[src/rtl/core/tps_pkg.sv]
// Shared types and codes for the tick-driven priority task scheduler.
// Used by tps_ctrl, tps_dp and tick_priority_task_scheduler; no dependencies.
`default_nettype none

package tps_pkg;

    typedef enum logic [2:0] {
        CMD_ADD         = 3'd0,
        CMD_START       = 3'd1,
        CMD_TICK        = 3'd2,
        CMD_YIELD       = 3'd3,
        CMD_SLEEP       = 3'd4,
        CMD_SLEEP_UNTIL = 3'd5,
        CMD_KILL        = 3'd6,
        CMD_QUERY       = 3'd7
    } cmd_t;

    typedef enum logic [1:0] {
        SS_EMPTY = 2'd0,
        SS_READY = 2'd1,
        SS_SLEEP = 2'd2
    } slot_state_t;

    typedef struct packed {
        logic [2:0]  command;
        logic [3:0]  priority_req;
        logic [31:0] stack_pointer;
        logic [31:0] delay;
        logic [31:0] reference;
    } in_t;

    typedef struct packed {
        logic [3:0]  running_task;
        logic [31:0] next_stack;
        logic [31:0] tick_now;
        logic [31:0] new_reference;
        logic        slot_empty;
        logic        error;
    } out_t;

    typedef enum logic [2:0] {
        CS_IDLE,
        CS_EXEC,
        CS_TICK,
        CS_YIELD,
        CS_STACK_RD,
        CS_RESULT
    } ctrl_state_t;

    typedef enum logic [2:0] {
        DP_NOP,
        DP_CAPTURE,
        DP_EXEC,
        DP_TICK_EVAL,
        DP_YIELD_STEP,
        DP_RESULT
    } dp_op_t;

    typedef struct packed {
        dp_op_t op;
    } dp_cmd_t;

    typedef struct packed {
        logic go_tick;
        logic go_yield;
        logic tick_last;
        logic yield_last;
        logic out_free;
    } dp_status_t;

endpackage

`default_nettype wire

[src/rtl/core/tps_ctrl.sv]
// Sequencer for the task scheduler: walks each transaction through exec,
// tick scan or yield walk, stack read and result load. Uses tps_pkg.
`default_nettype none

module tps_ctrl (
    input  wire logic             aclk,
    input  wire logic             aresetn,
    input  wire logic             s_valid,
    output logic                  s_ready,
    input  wire tps_pkg::dp_status_t status,
    output tps_pkg::dp_cmd_t      cmd
);

    tps_pkg::ctrl_state_t state_reg;
    tps_pkg::ctrl_state_t state_next;

    always_ff @(posedge aclk) begin
        if (!aresetn) begin
            state_reg <= tps_pkg::CS_IDLE;
        end else begin
            state_reg <= state_next;
        end
    end

    always_comb begin
        state_next = state_reg;
        s_ready    = 1'b0;
        cmd.op     = tps_pkg::DP_NOP;
        case (state_reg)
            tps_pkg::CS_IDLE: begin
                s_ready = 1'b1;
                if (s_valid) begin
                    cmd.op     = tps_pkg::DP_CAPTURE;
                    state_next = tps_pkg::CS_EXEC;
                end
            end
            tps_pkg::CS_EXEC: begin
                cmd.op = tps_pkg::DP_EXEC;
                if (status.go_tick) begin
                    state_next = tps_pkg::CS_TICK;
                end else if (status.go_yield) begin
                    state_next = tps_pkg::CS_YIELD;
                end else begin
                    state_next = tps_pkg::CS_STACK_RD;
                end
            end
            tps_pkg::CS_TICK: begin
                cmd.op = tps_pkg::DP_TICK_EVAL;
                if (status.tick_last) begin
                    state_next = tps_pkg::CS_STACK_RD;
                end
            end
            tps_pkg::CS_YIELD: begin
                cmd.op = tps_pkg::DP_YIELD_STEP;
                if (status.yield_last) begin
                    state_next = tps_pkg::CS_STACK_RD;
                end
            end
            tps_pkg::CS_STACK_RD: begin
                // stack RAM output settles on the final current slot
                state_next = tps_pkg::CS_RESULT;
            end
            tps_pkg::CS_RESULT: begin
                if (status.out_free) begin
                    cmd.op     = tps_pkg::DP_RESULT;
                    state_next = tps_pkg::CS_IDLE;
                end
            end
            default: begin
                state_next = tps_pkg::CS_IDLE;
            end
        endcase
    end

endmodule

`default_nettype wire

[src/rtl/core/tps_dp.sv]
// Scheduler datapath: slot states, wake-tick and saved-stack RAMs, tick counter,
// current slot and the result register. Driven by tps_ctrl; uses tps_pkg.
`default_nettype none

module tps_dp #(
    parameter int SLOT_COUNT = 16
) (
    input  wire logic               aclk,
    input  wire logic               aresetn,
    input  wire logic               cfg_valid,
    input  wire logic [31:0]        cfg_data,
    input  wire tps_pkg::in_t       s_data,
    output logic                    m_valid,
    input  wire logic               m_ready,
    output tps_pkg::out_t           m_data,
    input  wire tps_pkg::dp_cmd_t   cmd,
    output tps_pkg::dp_status_t     status
);

    localparam int IW = $clog2(SLOT_COUNT);
    localparam logic [IW-1:0] IDLE_SLOT = IW'(SLOT_COUNT - 1);

    tps_pkg::in_t        item_reg;
    logic [IW-1:0]       cur_reg;
    logic [31:0]         tick_reg;
    logic                running_reg;
    logic [31:0]         idle_init_reg;
    tps_pkg::slot_state_t slot_state_reg [SLOT_COUNT];
    logic [IW-1:0]       eval_idx_reg;
    logic                err_reg;
    logic                empty_reg;
    logic [31:0]         newref_reg;
    tps_pkg::out_t       out_reg;
    logic                m_valid_reg;
    logic [SLOT_COUNT-1:0] sv_valid_reg;

    logic [31:0]         stack_mem [SLOT_COUNT];
    logic [31:0]         stack_rd_reg;
    logic                stack_rd_valid_reg;
    logic [31:0]         wake_mem [SLOT_COUNT];
    logic [31:0]         wake_rd_reg;

    // decode
    logic                prio_ok;
    logic [IW-1:0]       prio_idx;
    logic                at_idle;
    logic [IW-1:0]       cur_inc;
    logic [IW-1:0]       st_ra;
    tps_pkg::slot_state_t st_rd;
    logic [31:0]         tick_inc;
    logic [31:0]         since_ref;
    logic [31:0]         ref_plus;
    logic [31:0]         tick_plus;
    logic                woke;

    // actions
    logic                st_we;
    logic [IW-1:0]       st_wa;
    tps_pkg::slot_state_t st_wd;
    logic                sk_we;
    logic [IW-1:0]       sk_wa;
    logic [31:0]         sk_wd;
    logic                wk_we;
    logic [31:0]         wk_wd;
    logic [IW-1:0]       wk_ra;
    logic                e_err;
    logic                e_empty;
    logic [31:0]         e_newref;
    logic                e_tick;
    logic                e_yield;
    logic                e_start;
    logic                eval_ready;

    assign prio_ok  = 32'(item_reg.priority_req) < 32'(SLOT_COUNT);
    assign prio_idx = prio_ok ? IW'(item_reg.priority_req) : '0;
    assign at_idle  = (cur_reg == IDLE_SLOT);
    assign cur_inc  = at_idle ? cur_reg : cur_reg + 1'b1;
    assign tick_inc  = tick_reg + 32'd1;
    assign since_ref = tick_reg - item_reg.reference;
    assign ref_plus  = item_reg.reference + item_reg.delay;
    assign tick_plus = tick_reg + item_reg.delay;

    always_comb begin
        st_ra = cur_reg;
        case (cmd.op)
            tps_pkg::DP_EXEC: begin
                if (item_reg.command == tps_pkg::CMD_ADD ||
                    item_reg.command == tps_pkg::CMD_QUERY) begin
                    st_ra = prio_idx;
                end
            end
            tps_pkg::DP_TICK_EVAL:  st_ra = eval_idx_reg;
            tps_pkg::DP_YIELD_STEP: st_ra = cur_inc;
            default:                st_ra = cur_reg;
        endcase
    end

    assign st_rd      = slot_state_reg[st_ra];
    assign woke       = (st_rd == tps_pkg::SS_SLEEP) && (wake_rd_reg == tick_reg);
    assign eval_ready = woke || (st_rd == tps_pkg::SS_READY);
    assign wk_ra      = (cmd.op == tps_pkg::DP_EXEC) ? IDLE_SLOT : eval_idx_reg - 1'b1;

    always_comb begin
        st_we    = 1'b0;
        st_wa    = cur_reg;
        st_wd    = tps_pkg::SS_READY;
        sk_we    = 1'b0;
        sk_wa    = cur_reg;
        sk_wd    = item_reg.stack_pointer;
        wk_we    = 1'b0;
        wk_wd    = tick_plus;
        e_err    = 1'b0;
        e_empty  = 1'b0;
        e_newref = 32'd0;
        e_tick   = 1'b0;
        e_yield  = 1'b0;
        e_start  = 1'b0;
        if (cmd.op == tps_pkg::DP_EXEC) begin
            case (tps_pkg::cmd_t'(item_reg.command))
                tps_pkg::CMD_ADD: begin
                    if (!prio_ok || st_rd != tps_pkg::SS_EMPTY) begin
                        e_err = 1'b1;
                    end else begin
                        sk_we = 1'b1;
                        sk_wa = prio_idx;
                        st_we = 1'b1;
                        st_wa = prio_idx;
                        st_wd = tps_pkg::SS_READY;
                    end
                end
                tps_pkg::CMD_START: begin
                    if (running_reg) begin
                        e_err = 1'b1;
                    end else begin
                        e_start = 1'b1;
                        sk_we   = 1'b1;
                        sk_wa   = IDLE_SLOT;
                        sk_wd   = idle_init_reg;
                    end
                end
                tps_pkg::CMD_TICK: begin
                    if (!running_reg) begin
                        e_err = 1'b1;
                    end else begin
                        sk_we  = 1'b1;
                        e_tick = 1'b1;
                    end
                end
                tps_pkg::CMD_YIELD: begin
                    if (!running_reg) begin
                        e_err = 1'b1;
                    end else begin
                        sk_we   = 1'b1;
                        e_yield = 1'b1;
                    end
                end
                tps_pkg::CMD_SLEEP: begin
                    if (!running_reg || at_idle) begin
                        e_err = 1'b1;
                    end else begin
                        sk_we   = 1'b1;
                        e_yield = 1'b1;
                        if (item_reg.delay != 32'd0) begin
                            wk_we = 1'b1;
                            wk_wd = tick_plus;
                            st_we = 1'b1;
                            st_wd = tps_pkg::SS_SLEEP;
                        end
                    end
                end
                tps_pkg::CMD_SLEEP_UNTIL: begin
                    if (!running_reg || at_idle || item_reg.delay == 32'd0) begin
                        e_err    = 1'b1;
                        e_newref = item_reg.reference;
                    end else begin
                        sk_we   = 1'b1;
                        e_yield = 1'b1;
                        if (since_ref < item_reg.delay) begin
                            e_newref = ref_plus;
                            wk_we    = 1'b1;
                            wk_wd    = ref_plus;
                            st_we    = 1'b1;
                            st_wd    = tps_pkg::SS_SLEEP;
                        end else begin
                            // period already missed: no sleep
                            e_newref = tick_reg;
                        end
                    end
                end
                tps_pkg::CMD_KILL: begin
                    if (!running_reg || at_idle) begin
                        e_err = 1'b1;
                    end else begin
                        sk_we   = 1'b1;
                        e_yield = 1'b1;
                        st_we   = 1'b1;
                        st_wd   = tps_pkg::SS_EMPTY;
                    end
                end
                tps_pkg::CMD_QUERY: begin
                    if (!prio_ok) begin
                        e_empty = 1'b1;
                        e_err   = 1'b1;
                    end else begin
                        e_empty = (st_rd == tps_pkg::SS_EMPTY);
                    end
                end
                default: begin
                    e_err = 1'b1;
                end
            endcase
        end else if (cmd.op == tps_pkg::DP_TICK_EVAL) begin
            if (woke) begin
                st_we = 1'b1;
                st_wa = eval_idx_reg;
                st_wd = tps_pkg::SS_READY;
            end
        end
    end

    assign status.go_tick    = e_tick;
    assign status.go_yield   = e_yield;
    assign status.tick_last  = (eval_idx_reg == '0);
    assign status.yield_last = at_idle || (cur_inc == IDLE_SLOT) ||
                               (st_rd == tps_pkg::SS_READY);
    assign status.out_free   = !m_valid_reg || m_ready;

    // control state
    always_ff @(posedge aclk) begin
        if (!aresetn) begin
            cur_reg       <= IDLE_SLOT;
            tick_reg      <= 32'd0;
            running_reg   <= 1'b0;
            idle_init_reg <= 32'd0;
            m_valid_reg   <= 1'b0;
            sv_valid_reg  <= '0;
            for (int i = 0; i < SLOT_COUNT; i++) begin
                slot_state_reg[i] <= (i == SLOT_COUNT - 1) ? tps_pkg::SS_READY
                                                          : tps_pkg::SS_EMPTY;
            end
        end else begin
            if (cfg_valid) begin
                idle_init_reg <= cfg_data;
            end
            if (st_we) begin
                slot_state_reg[st_wa] <= st_wd;
            end
            if (sk_we) begin
                sv_valid_reg[sk_wa] <= 1'b1;
            end
            if (e_start) begin
                running_reg <= 1'b1;
                cur_reg     <= IDLE_SLOT;
            end
            if (e_tick) begin
                tick_reg <= tick_inc;
            end
            // descending scan: last ready slot seen is the highest priority
            if (cmd.op == tps_pkg::DP_TICK_EVAL && eval_ready) begin
                cur_reg <= eval_idx_reg;
            end
            if (cmd.op == tps_pkg::DP_YIELD_STEP) begin
                cur_reg <= cur_inc;
            end
            if (cmd.op == tps_pkg::DP_RESULT) begin
                m_valid_reg <= 1'b1;
            end else if (m_ready) begin
                m_valid_reg <= 1'b0;
            end
        end
    end

    // payload
    always_ff @(posedge aclk) begin
        if (cmd.op == tps_pkg::DP_CAPTURE) begin
            item_reg <= s_data;
        end
        if (cmd.op == tps_pkg::DP_EXEC) begin
            err_reg      <= e_err;
            empty_reg    <= e_empty;
            newref_reg   <= e_newref;
            eval_idx_reg <= IDLE_SLOT;
        end else if (cmd.op == tps_pkg::DP_TICK_EVAL) begin
            eval_idx_reg <= eval_idx_reg - 1'b1;
        end
        if (cmd.op == tps_pkg::DP_RESULT) begin
            out_reg.running_task  <= 4'(cur_reg);
            out_reg.next_stack    <= stack_rd_valid_reg ? stack_rd_reg : 32'd0;
            out_reg.tick_now      <= tick_reg;
            out_reg.new_reference <= newref_reg;
            out_reg.slot_empty    <= empty_reg;
            out_reg.error         <= err_reg;
        end
    end

    // saved-stack RAM, read port follows the current slot
    always_ff @(posedge aclk) begin
        if (sk_we) begin
            stack_mem[sk_wa] <= sk_wd;
        end
        stack_rd_reg       <= stack_mem[cur_reg];
        stack_rd_valid_reg <= sv_valid_reg[cur_reg];
    end

    // wake-tick RAM, read one slot ahead of the tick scan
    always_ff @(posedge aclk) begin
        if (wk_we) begin
            wake_mem[cur_reg] <= wk_wd;
        end
        wake_rd_reg <= wake_mem[wk_ra];
    end

    assign m_valid = m_valid_reg;
    assign m_data  = out_reg;

endmodule

`default_nettype wire

[src/rtl/core/tick_priority_task_scheduler.sv]
// Tick-driven fixed-priority task scheduler, top level (tps_ctrl + tps_dp).
// Add, start, query and any rejected command go from exec straight to the stack
// read; tick scans every slot, one slot per cycle through the wake-tick RAM;
// yield, sleep, sleep-until and kill walk from the current slot towards idle.
// One transaction at a time; the next is accepted in the cycle after the result
// is loaded. Synchronous active-low reset; no clearing pass is needed.
`default_nettype none

module tick_priority_task_scheduler #(
    parameter int SLOT_COUNT = 16
) (
    input  wire logic          aclk,
    input  wire logic          aresetn,
    input  wire logic          cfg_valid,
    output logic               cfg_ready,
    input  wire logic [31:0]   cfg_data,
    input  wire logic          s_valid,
    output logic               s_ready,
    input  wire tps_pkg::in_t  s_data,
    output logic               m_valid,
    input  wire logic          m_ready,
    output tps_pkg::out_t      m_data
);

    tps_pkg::dp_cmd_t    dp_cmd;
    tps_pkg::dp_status_t dp_status;
    logic                cfg_wr;

    assign cfg_ready = 1'b1;
    assign cfg_wr    = cfg_valid && cfg_ready;

    tps_ctrl u_ctrl (
        .aclk    (aclk),
        .aresetn (aresetn),
        .s_valid (s_valid),
        .s_ready (s_ready),
        .status  (dp_status),
        .cmd     (dp_cmd)
    );

    tps_dp #(
        .SLOT_COUNT (SLOT_COUNT)
    ) u_dp (
        .aclk      (aclk),
        .aresetn   (aresetn),
        .cfg_valid (cfg_wr),
        .cfg_data  (cfg_data),
        .s_data    (s_data),
        .m_valid   (m_valid),
        .m_ready   (m_ready),
        .m_data    (m_data),
        .cmd       (dp_cmd),
        .status    (dp_status)
    );

endmodule

`default_nettype wire

[config.mk]
export PLATFORM = sky130hd
export DESIGN_NAME = tick_priority_task_scheduler
export DESIGN_NICKNAME = d
export VERILOG_FILES = /design/src/rtl/core/tps_pkg.sv /design/src/rtl/core/tps_ctrl.sv /design/src/rtl/core/tps_dp.sv /design/src/rtl/core/tick_priority_task_scheduler.sv
export SDC_FILE = /design/constraint.sdc
export NUM_CORES = 2
export LEC_CHECK = 0
export BUFFER_PORTS_ARGS = -buffer_cell sky130_fd_sc_hd__buf_4
export CAP_MARGIN = 15
export CORE_MARGIN = 5
export CORE_UTILIZATION = 45
export DETAILED_ROUTE_END_ITERATION = 10
export GPL_TIMING_DRIVEN = 0
export PLACE_DENSITY = 0.58
export SETUP_SLACK_MARGIN = 0.15
export SLEW_MARGIN = 25
export SYNTH_ARGS = -nofsm -noshare
export SYNTH_HDL_FRONTEND = slang
export SYNTH_SLANG_ARGS = --single-unit
[constraint.sdc]
create_clock -name aclk -period 11.61 [get_ports aclk]
set_input_delay 0 -clock aclk [delete_from_list [all_inputs] [get_ports aclk]]
set_output_delay 0 -clock aclk [all_outputs]
set_load 0.01 [all_outputs]
==> summary.md <==
| Metric | Value |
|---|---|
| Status | completed |
| Slew headroom | roughly a fifth |
| Worst-path clk slew | about 0.06 ns |
| Finished Layout Cells | slightly below 7000 |
| Cell family with most CP delay | compound AO/OA/AOI/OAI gates |
| Multi-input logic area | between 0.015 and 0.02 mm^2 |
| Fin util | a little under three fifths |
| Setup repair after global routing missed its margin | no |
| Vias in the first global route | around 39000 |
| Pre-Repair DR Iteration Count | 5 |
| Yosys cell types | 82 |
| Total track usage | 24.5% |
| WL per Instance | 26.2 um |
| Via density | between 5 and 6 |
| Grt ovf | 0 |
| Post-synth EDFFs | about 1300 |
| Sequential element share of the synthesized area | 68.2% |
| Hold Path Depth | 4 |
| Top_reg_cell synth | edfxtp_1 |
| Worst Path Max Fanout | 16 |
| Crit-path max cell delay | 0.87 ns |
| Number of port buffers | between 200 and 250 |
| Clock Latency Late Sink | around 0.8 ns |
| Leak | roughly 27 nW |
| First-pass GRT wire length | approximately 260000 um |
| Fin. Hold Viols | 0 |
| Skew final | roughly 0.044 ns |
| Syn Inst Count | 4201 |
| Levels on crit path | 27 |
| Die Y | around 380 um |
| WP data required | 12.03 ns |
| Slowest cell on crit path | a21oi_2 |
| Worst-Margin Slew | ~1.2 ns |
| Final worst path period share | roughly three quarters |
| H-tree depth | 4 |
| Setup bufs post-CTS | 0 |
| Core Area | approximately 0.14 mm^2 |
| Final wirelength | about 180000 um |
| TNS Setup | 0 ns |
| Setup violators final | 0 |
| Async SR Flop Fraction | 0% |
| Area grow syn2layout | 22.3% |
| Filler cell count | 10900 |
| Area contributors post-synth | edfxtp_1, mux4_2, dfxtp_1 |
| #FFs+latches synth | roughly 1500 |
| Yosys top cell by area | edfxtp_1 |
| Die area | 0.144 mm^2 |
| CTS root buf | clkbuf_16 |
| CTS Sinks | between 1000 and 1500 |
| Starting Density | between 40% and 50% |
| Fin crit period | between 8 and 9 ns |
| IO Count | 245 |
| Placed cells | between 6000 and 7000 |
| Top cell type's share of synthesized area | between 60% and 70% |
| Synthesized area | just over 0.06 mm^2 |
| # Max-Cap Violations | 0 |
| Critical Path AT | just over 9 ns |
| Commonest non-fill, non-tap cell in the layout | edfxtp_1 |
| Row Count | approximately 140 |
| DIE WIDTH | 380 um |
| # DRC | 0 |
| Most frequent cells in the layout | edfxtp_1, nand2_1, dlygate4sd3_1 |
| Vias after detailed routing | about 39000 |
| Iteration-0 DRC count of the detailed router | 3761 |
| Cells on worst reg2reg path | 27 |
| Power per cell area | 157 mW/mm^2 |
| Initial antenna violation count | 7 |
| Pins Over Slew Limit | 0 |
| CP endpoint kind | register |
| Antenna-violating nets left | 0 |
| Hold buffer count at cts | between 200 and 300 |
| Layout cells sized above 1 | 16.1% |
| TritonCTS clock tree | done |
| VDD IR max | 0.114 mV |
| CTS Buffer Depth | 3 |
| Post-CTS Resized | 0 |
| YS warnings | 0 |
| Syn avg cell area | between 10 and 15 um^2 |
| Buf/Inv on CP | 5 |
| Cts bufs inserted | between 150 and 200 |
| Critical path startpoint category | register |
| Largest net degree at the start of global routing | 44 |
| Nets | about 5300 |
| Setup Crit Path Kind | reg2reg |
| Type of the most critical hold path | in2reg |
| Post-DP HPWL | around 130000 um |
| Reg area | about 0.042 mm^2 |
| CP dominant cell by count | clkbuf_1 |
| F_max | around 110 MHz |
| Placer congestion estimate | 0.891 |
[path summary, 6_finish.rpt]
kind / start / to / slack, ns
max: u_dp.tick_reg[0] / u_dp.wake_mem[15][22] / 2.82
min reg2reg: u_dp.newref_reg[20] / u_dp.m_data[22] / 0.41
min: cfg_data[25] / u_dp.idle_init_reg[25] / 0.04
max reg2reg: u_dp.tick_reg[0] / u_dp.wake_mem[15][22] / 2.82
[worst reg2reg max path, cell delays in order (launching register included)]
cell	delay, ns
dfxtp_1	0.43
inv_1	0.23
ha_1	0.21
inv_1	0.06
fa_1	0.41
a21o_1	0.18
a21oi_1	0.21
o21ai_0	0.15
a2111o_1	0.49
nand3_1	0.18
a211oi_1	0.14
o31ai_1	0.56
o21ai_0	0.31
or4_1	0.49
a31o_2	0.26
a21oi_1	0.17
xnor2_1	0.14
ha_1	0.26
nand4_1	0.10
nor2_1	0.10
and3_1	0.18
a31oi_1	0.34
o211ai_1	0.40
or3_1	0.45
clkbuf_1	0.20
clkbuf_1	0.40
clkbuf_1	0.52
a21oi_2	0.88
[cell usage after synthesis, types with 4 or more instances]
| cell | count |
|---|---|
| nor3_1 | 41 |
| nor2_1 | 162 |
| nand3_1 | 34 |
| nor3_2 | 4 |
| nand2b_1 | 17 |
| and4_1 | 5 |
| nor2b_1 | 187 |
| a221oi_1 | 4 |
| and2_1 | 76 |
| nand4_1 | 29 |
| a31oi_1 | 77 |
| and3_1 | 29 |
| o21ai_0 | 84 |
| xnor2_1 | 108 |
| xor2_1 | 33 |
| a2111oi_0 | 4 |
| nor3b_1 | 4 |
| o21ai_1 | 5 |
| a21oi_1 | 173 |
| a21boi_0 | 16 |
| dfxtp_1 | 158 |
| mux4_1 | 8 |
| mux4_2 | 165 |
| ha_1 | 130 |
| mux2i_1 | 69 |
| a311oi_1 | 67 |
| edfxtp_1 | 1295 |
| o21a_1 | 37 |
| clkbuf_1 | 183 |
| a21o_1 | 61 |
| inv_1 | 109 |
| a211o_1 | 7 |
| nand2_1 | 458 |
| or2_2 | 6 |
| o211ai_1 | 9 |
| nor4_1 | 11 |
| o21bai_1 | 8 |
| a211oi_1 | 197 |
| nand3b_1 | 8 |
| buf_1 | 30 |
| or3_1 | 14 |
| o31ai_1 | 7 |
| buf_2 | 8 |
[logic make-up (layout without fill, tap and decap cells)]
group	count (synthesis)	count (layout)	share of synthesized area (%)
AO/OA/AOI/OAI	789	789	8.73
multiplexers	243	243	7.51
other	2	36	0.0122
buffers and inverters	337	1222	2.11
adder cells (fa/ha/maj)	133	133	2.74
XOR/XNOR	141	141	2.00
AND/OR/NAND/NOR	1103	1103	8.67
flip-flops	1453	1453	68.2
[power breakdown]
part           switching [mW]  internal (mW)  leakage [nW]
Combinational           0.744          0.417          11.1
Sequential             0.0748           5.84          13.1
Clock                    2.06           2.69          2.37
[final cells by class]
cell class                      count  area share [%]
Antenna cell                        3         0.00996
Buffer                            225            1.19
Clock buffer                      223            5.66
Clock inverter                     59           0.829
Inverter                          112           0.561
Multi-Input combinational cell   2442            24.8
Sequential cell                  1453            55.8
Tap cell                         1781            2.96
Timing Repair Buffer              603            8.22
[layer usage]
layer	global-route usage [%]	up-vias	wire length, um
met5	0	-	17
met4	5.94	2	3910
met3	4.36	254	12900
met2	40.3	1510	86400
met1	34.3	20000	77800
li1	-	17700	-
[per-stage QoR]
stage	hold slack [ns]	total power [mW]	setup WS, ns	instance area (um^2)
after detailed placement	0.179	7.09	2.95	67700
after floorplan	0.0989	6.62	4.93	61700
after global placement	0.178	7.07	0.0204	65800
after global routing	0.0356	12.2	2.51	75400
final	0.0391	11.8	2.82	75400
after CTS	0.00207	11.9	2.89	75300
(Power assumes the default switching activity.)
